<file path="config.mk">
export PLATFORM = sky130hd
export DESIGN_NAME = ewh_div
export DESIGN_NICKNAME = d
export VERILOG_FILES = /design/src/ewh_pkg.sv /design/src/ewh_div.sv
export SDC_FILE = /design/constraint.sdc
export NUM_CORES = 1
export LEC_CHECK = 0
export BUFFER_PORTS_ARGS = -buffer_cell sky130_fd_sc_hd__buf_2
export CAP_MARGIN = 25
export CORE_MARGIN = 4
export CORE_UTILIZATION = 40
export CTS_CLUSTER_DIAMETER = 200
export CTS_CLUSTER_SIZE = 8
export DETAILED_ROUTE_END_ITERATION = 8
export GPL_ROUTABILITY_DRIVEN = 0
export PLACE_DENSITY = 0.6
export SYNTH_ARGS = -nofsm -noshare
export SYNTH_HDL_FRONTEND = slang
export SYNTH_SLANG_ARGS = --single-unit
</file>
<file path="constraint.sdc">
create_clock -name clk -period 6 [get_ports clk]
set_input_delay 1.2 -clock clk [delete_from_list [all_inputs] [get_ports clk]]
set_output_delay 1.2 -clock clk [all_outputs]
set_load 0.005 [all_outputs]
</file>
<file path="src/ewh_pkg.sv">
package ewh_pkg;

  localparam int SAMP_W     = 16;
  localparam int KIND_W     = 2;
  localparam int BIN_W      = 6;
  localparam int CNT_W      = 13;
  localparam int FREQ_W     = 17;
  localparam int FRAC_W     = 16;
  localparam int ROOT_W     = 18;
  localparam int AUTO_SPLIT = 100;

  localparam logic [FREQ_W-1:0] Q_ONE = 17'h10000;

  localparam logic OP_LOAD  = 1'b0;
  localparam logic OP_QUERY = 1'b1;

  localparam logic [KIND_W-1:0] KIND_ROW   = 2'd0;
  localparam logic [KIND_W-1:0] KIND_QUERY = 2'd1;
  localparam logic [KIND_W-1:0] KIND_EMPTY = 2'd2;

  typedef struct packed {
    logic               operation;
    logic signed [SAMP_W-1:0] sample_value;
    logic               last_sample;
  } in_item_t;

  typedef struct packed {
    logic [KIND_W-1:0] result_kind;
    logic [BIN_W-1:0]  bin_index;
    logic [CNT_W-1:0]  bin_count;
    logic [CNT_W-1:0]  cumulative_count;
    logic [FREQ_W-1:0] relative_freq;
    logic [FREQ_W-1:0] cumulative_freq;
    logic [CNT_W-1:0]  max_count;
    logic [FREQ_W-1:0] max_relative_freq;
    logic [BIN_W-1:0]  class_count;
    logic              last_of_run;
  } out_item_t;

  typedef struct packed {
    logic busy;
    logic done;
  } div_stat_t;

endpackage

</file>
<file path="src/ewh_div.sv">
module ewh_div #(
  parameter int DW = 29,
  parameter int VW = 16
) (
  input  logic                clk,
  input  logic                rst_n,
  input  logic                start,
  input  logic [DW-1:0]       dividend,
  input  logic [VW-1:0]       divisor,
  output logic [DW-1:0]       quotient,
  output ewh_pkg::div_stat_t  stat
);
  import ewh_pkg::*;

  localparam int CNTW = $clog2(DW + 1);

  logic [DW-1:0]   quo_r;
  logic [VW-1:0]   rem_r;
  logic [VW-1:0]   dvs_r;
  logic [CNTW-1:0] cnt_r;
  logic            busy_r;
  logic            done_r;
  logic [VW:0]     trial_nxt;
  logic            fits_nxt;

  // restoring division, one quotient bit per cycle
  assign trial_nxt = {rem_r, quo_r[DW-1]};
  assign fits_nxt  = (trial_nxt >= {1'b0, dvs_r});

  always_ff @(posedge clk) begin
    if (!rst_n) begin
      busy_r <= 1'b0;
      done_r <= 1'b0;
      cnt_r  <= '0;
    end else begin
      done_r <= 1'b0;
      if (start && !busy_r) begin
        busy_r <= 1'b1;
        cnt_r  <= CNTW'(DW);
        quo_r  <= dividend;
        rem_r  <= '0;
        dvs_r  <= divisor;
      end else if (busy_r) begin
        rem_r <= fits_nxt ? VW'(trial_nxt - {1'b0, dvs_r}) : trial_nxt[VW-1:0];
        quo_r <= {quo_r[DW-2:0], fits_nxt};
        cnt_r <= cnt_r - 1'b1;
        if (cnt_r == CNTW'(1)) begin
          busy_r <= 1'b0;
          done_r <= 1'b1;
        end
      end
    end
  end

  assign quotient  = quo_r;
  assign stat.busy = busy_r;
  assign stat.done = done_r;

`ifndef SYNTHESIS
  a_start_busy: assert property (@(posedge clk) disable iff (!rst_n)
    start && !busy_r |=> busy_r) else $error("divider did not start");
  a_done_idle: assert property (@(posedge clk) disable iff (!rst_n)
    done_r |-> !busy_r && $past(busy_r)) else $error("done without a run");
  a_done_pulse: assert property (@(posedge clk) disable iff (!rst_n)
    done_r |=> !done_r) else $error("done held");
`endif

endmodule

</file>
==> run summary <==
For this run, the leading register cell type out of synthesis is edfxtp_1. The number of endpoints failing setup at the final stage is 0. In this run the most critical hold path is launched from cnt_r[2]. The minimum clock period after layout came out at between 2 and 3 ns.

The estimated wirelength of the detail-placed design is roughly 6500 um. The run finished with clean final reports. The number of buffer cells added on primary ports is 78. The number of warnings printed during yosys synthesis is 0. The worst-case clock skew came out at about 0.010 ns. The final count of hold timing violations came out at 0. The die outline area is about 0.011 mm2. The number of global-route vias before repair came to between 3000 and 4000. Setup repair after global routing left no endpoint under its margin. The standard-cell row count is 35. The placed instance count is about 580. The post-CTS setup buffer count is 0. The maximum frequency from static timing analysis is between 0.3 and 0.4 GHz. The longest clock path from root to sink contains 2 buffers. Measured along the x axis, the die boundary spans roughly 110 um. After synthesis, the share of flip-flops with an asynchronous set or reset is 0.

In this run the clock root is driven by a clkbuf_8. The residual antenna-violating net count after detailed routing is 0. The final wirelength came out at 8960 um.

The fraction of post-synthesis cell area in the top cell type by area is 0.479. The global route total overflow is 0. The number of antenna repair diodes came out at 0. For this design the top-level I/O count stands at slightly below 80. The instance count of the mapped netlist came out at 380.

The fraction of the yosys area taken by sequential cells came out at 0.516. The total of hold buffers inserted after clock tree synthesis came out at 0. The number of non-filler instances in the completed layout came out at approximately 590.

The worst setup path is captured at a flip-flop. STA classifies the critical path startpoint as a flip-flop. Traced cell by cell, the critical path runs through ha_1 > a21o_1 > a31oi_4 > a21oi_4 > o31ai_4 > nand2_2 > a211oi_1. When the netlist entered floorplanning its net count stood at approximately 450. The maximum resistive drop on vdd is 0.130 mV. The net count of the finished layout is around 520. The vertical die dimension came out at between 100 and 150 um.

Of all cell types, the one taking the most synthesized area is edfxtp_1. Leaving out fill and tap cells, the most frequent cells in the layout are nand2_1 (94), buf_2 (78), edfxtp_1 (61). The clock drives slightly below 70 sinks. The library cell used most frequently in the layout, excluding fill and tap cells, is nand2_1. Buffers inserted during clock tree synthesis total 9. In the final timing run, aggregate negative setup slack is 0 ns.

After detailed routing, the average wire length per cell comes to around 15 um. The worst hold path class is flip-flop to flip-flop. The initial antenna violation count is 0. The count of different cell masters after synthesis is 54. The layout cell share with drive strength beyond 1 came out at 0.245. Entering global routing, the biggest net connects between 40 and 50 pins. For this run, the detailed router's first-pass iteration total came to 4. For the pin with the worst max-slew slack, the measured transition is between 0.7 and 0.8 ns. The slowest stage cell on the critical path is o31ai_4.

The instance area after placement is approximately 0.0043 mm2. Summing every instance area after synthesis gives 0.00382 mm2. The average cell area after synthesis is about 10 um2. The total number of vias is ~3000. The setup slack on the worst flop-to-flop path is approximately 3.3 ns.

The fill cell instance count of the final layout is a little over 900. The count of cells along the worst register-to-register path is 7. The clock transition at the registers of the reported paths is 0.08 ns.

Across every metal layer, demand over resource in global routing totals 0.164. The DRC violation count after routing came out at 0. The number of gates resized after CTS was 0.

The total power consumption of the routed design came out at around 1.3 mW. Using the TritonRoute via totals, the vias-per-cell ratio works out to slightly above 5. The power per unit of standard cell area came out at 289 mW/mm2. The classification of the worst setup path is flip-flop to flip-flop. The tool flagged a number of max-cap violations equal to 0.

The starting density of the core came out at 0.412. The delay contributed by the slowest stage of the critical path came out at roughly 0.61 ns. The worst-path maximum fanout is 12.

The clock insertion delay at the later pin of the skew report is around 0.34 ns. The final worst-path cycle share is 0.450. Hold timing on the final database bottoms out at a slack of roughly 0.51 ns.

The start of the worst register-to-register path is rem_r[3]. The post-synthesis sequential element count is 68. The worst flop-to-flop path endpoint is rem_r[1]. The leakage power came out at ~2.0 nW. The endpoint required time on the critical path is between 6 and 7 ns. The count of pins over their slew limit is 0.

The normalized max-slew margin is 0.526. After synthesis, the cell types taking the most area are edfxtp_1 (48%), nand2_1 (9.2%), ha_1 (5.9%). For hold timing, the worst endpoint is cnt_r[2]. The region available for standard cell placement spans about 0.0093 mm2. The post-layout instance area came out at between 0.004 and 0.005 mm2. TritonCTS built the clock tree. The clock tree synthesis step divided the H-tree into 3 levels. The number of synthesized flops with an enable pin came out at just over 60. The area growth from synthesis to final layout is 18.7%. The first global-routing pass estimated 14800 um of wire.

The worst hold path cell count came out at 1. The first-iteration detailed-routing DRC count is 164. Data on the critical path arrives at its endpoint at between 2 and 3 ns.
==> synth_stat cells, types with 4 or more instances <==
library cell and number:
a21oi_1 21, o21ai_0 12, nand2_1 94, a21o_1 4
clkbuf_1 10, xor2_1 4, edfxtp_1 61, dfxtp_1 7
o22ai_1 6, ha_1 18, and3_1 5, nor2_1 17
nand3_1 11, nor3_1 7, xnor2_1 4, a211oi_1 6
inv_1 23, nor2b_1 6
==> cell families after synthesis <==
family | count (synthesis) | share of synthesized area
DFF | 68 | 0.516
xor gates and xnor gates | 8 | 0.0183
muxes | 3 | 0.00785
adders and majority gates | 19 | 0.0641
and+or+nand+nor | 158 | 0.184
AOI/OAI and AO/OA | 84 | 0.162
buffers and inverters | 40 | 0.0481
==> worst max path at each step <==
| stage | start | to | slack [ns] | cells after the start |
|---|---|---|---|---|
| 3_5_place_dp | rst_n | dvs_r[14] | 3.30 | 4 |
| 3_3_place_gp | rst_n | dvs_r[15] | 3.39 | 4 |
| 6_report | rem_r[3] | rem_r[1] | 3.30 | 7 |
| 2_1_floorplan | rst_n | quotient[0] | 2.35 | 2 |
| 4_1_cts | rem_r[3] | rem_r[1] | 3.30 | 7 |
| 5_1_grt | rem_r[3] | rem_r[1] | 3.07 | 7 |
==> sequential cells by signal, indices dropped and copies added (netlist names) <==
name      cells
quotient     29
dvs_r        16
rem_r        16
cnt_r         5
busy_r        1
done_r        1
==> per-stage QoR <==
stage          worst slack [ns]   util
6_report                   3.30  0.489
5_1_grt                    3.07  0.489
4_1_cts                    3.30  0.489
3_5_place_dp               3.30  0.466
3_3_place_gp               3.39  0.466
2_1_floorplan              2.35      -
==> power by group <==
| group | switching [mW] | total [mW] | internal, mW |
|---|---|---|---|
| clock | 0.172 | 0.405 | 0.233 |
| combinational | 0.184 | 0.314 | 0.130 |
| sequential | 0.0241 | 0.595 | 0.570 |
| total | 0.380 | 1.31 | 0.933 |
==> worst max-delay path: cells and delay by family (launching register included) <==
family	cells	cell delay, ns
AO/OA/AOI/OAI	5	1.47
adder cells (fa/ha/maj)	1	0.43
flip-flops	1	0.40
AND/OR/NAND/NOR	1	0.22
==> routing by layer <==
| layer | track usage | share of wire | vias up | wire length (um) |
|---|---|---|---|---|
| li1 | - | - | 1510 | - |
| met1 | 0.210 | 0.45 | 1390 | 3990 |
| met2 | 0.267 | 0.48 | 84 | 4330 |
| met3 | 0.0514 | 0.061 | 8 | 544 |
| met4 | 0.0490 | 0.0097 | 0 | 87 |
| met5 | 0 | 0 | - | 0 |
==> final cells by class <==
type                    instances  area [um2]  area share
clock inverters                 7        90.1      0.0198
clock buffers                   9         124      0.0273
flip-flops and latches         68        1970       0.434
multi-input cells             272        1680       0.370
inverters                      23        86.3      0.0190
well taps                     129         161      0.0355
repair buffers                 83         428      0.0942
Power figures use the tool's default switching activity.
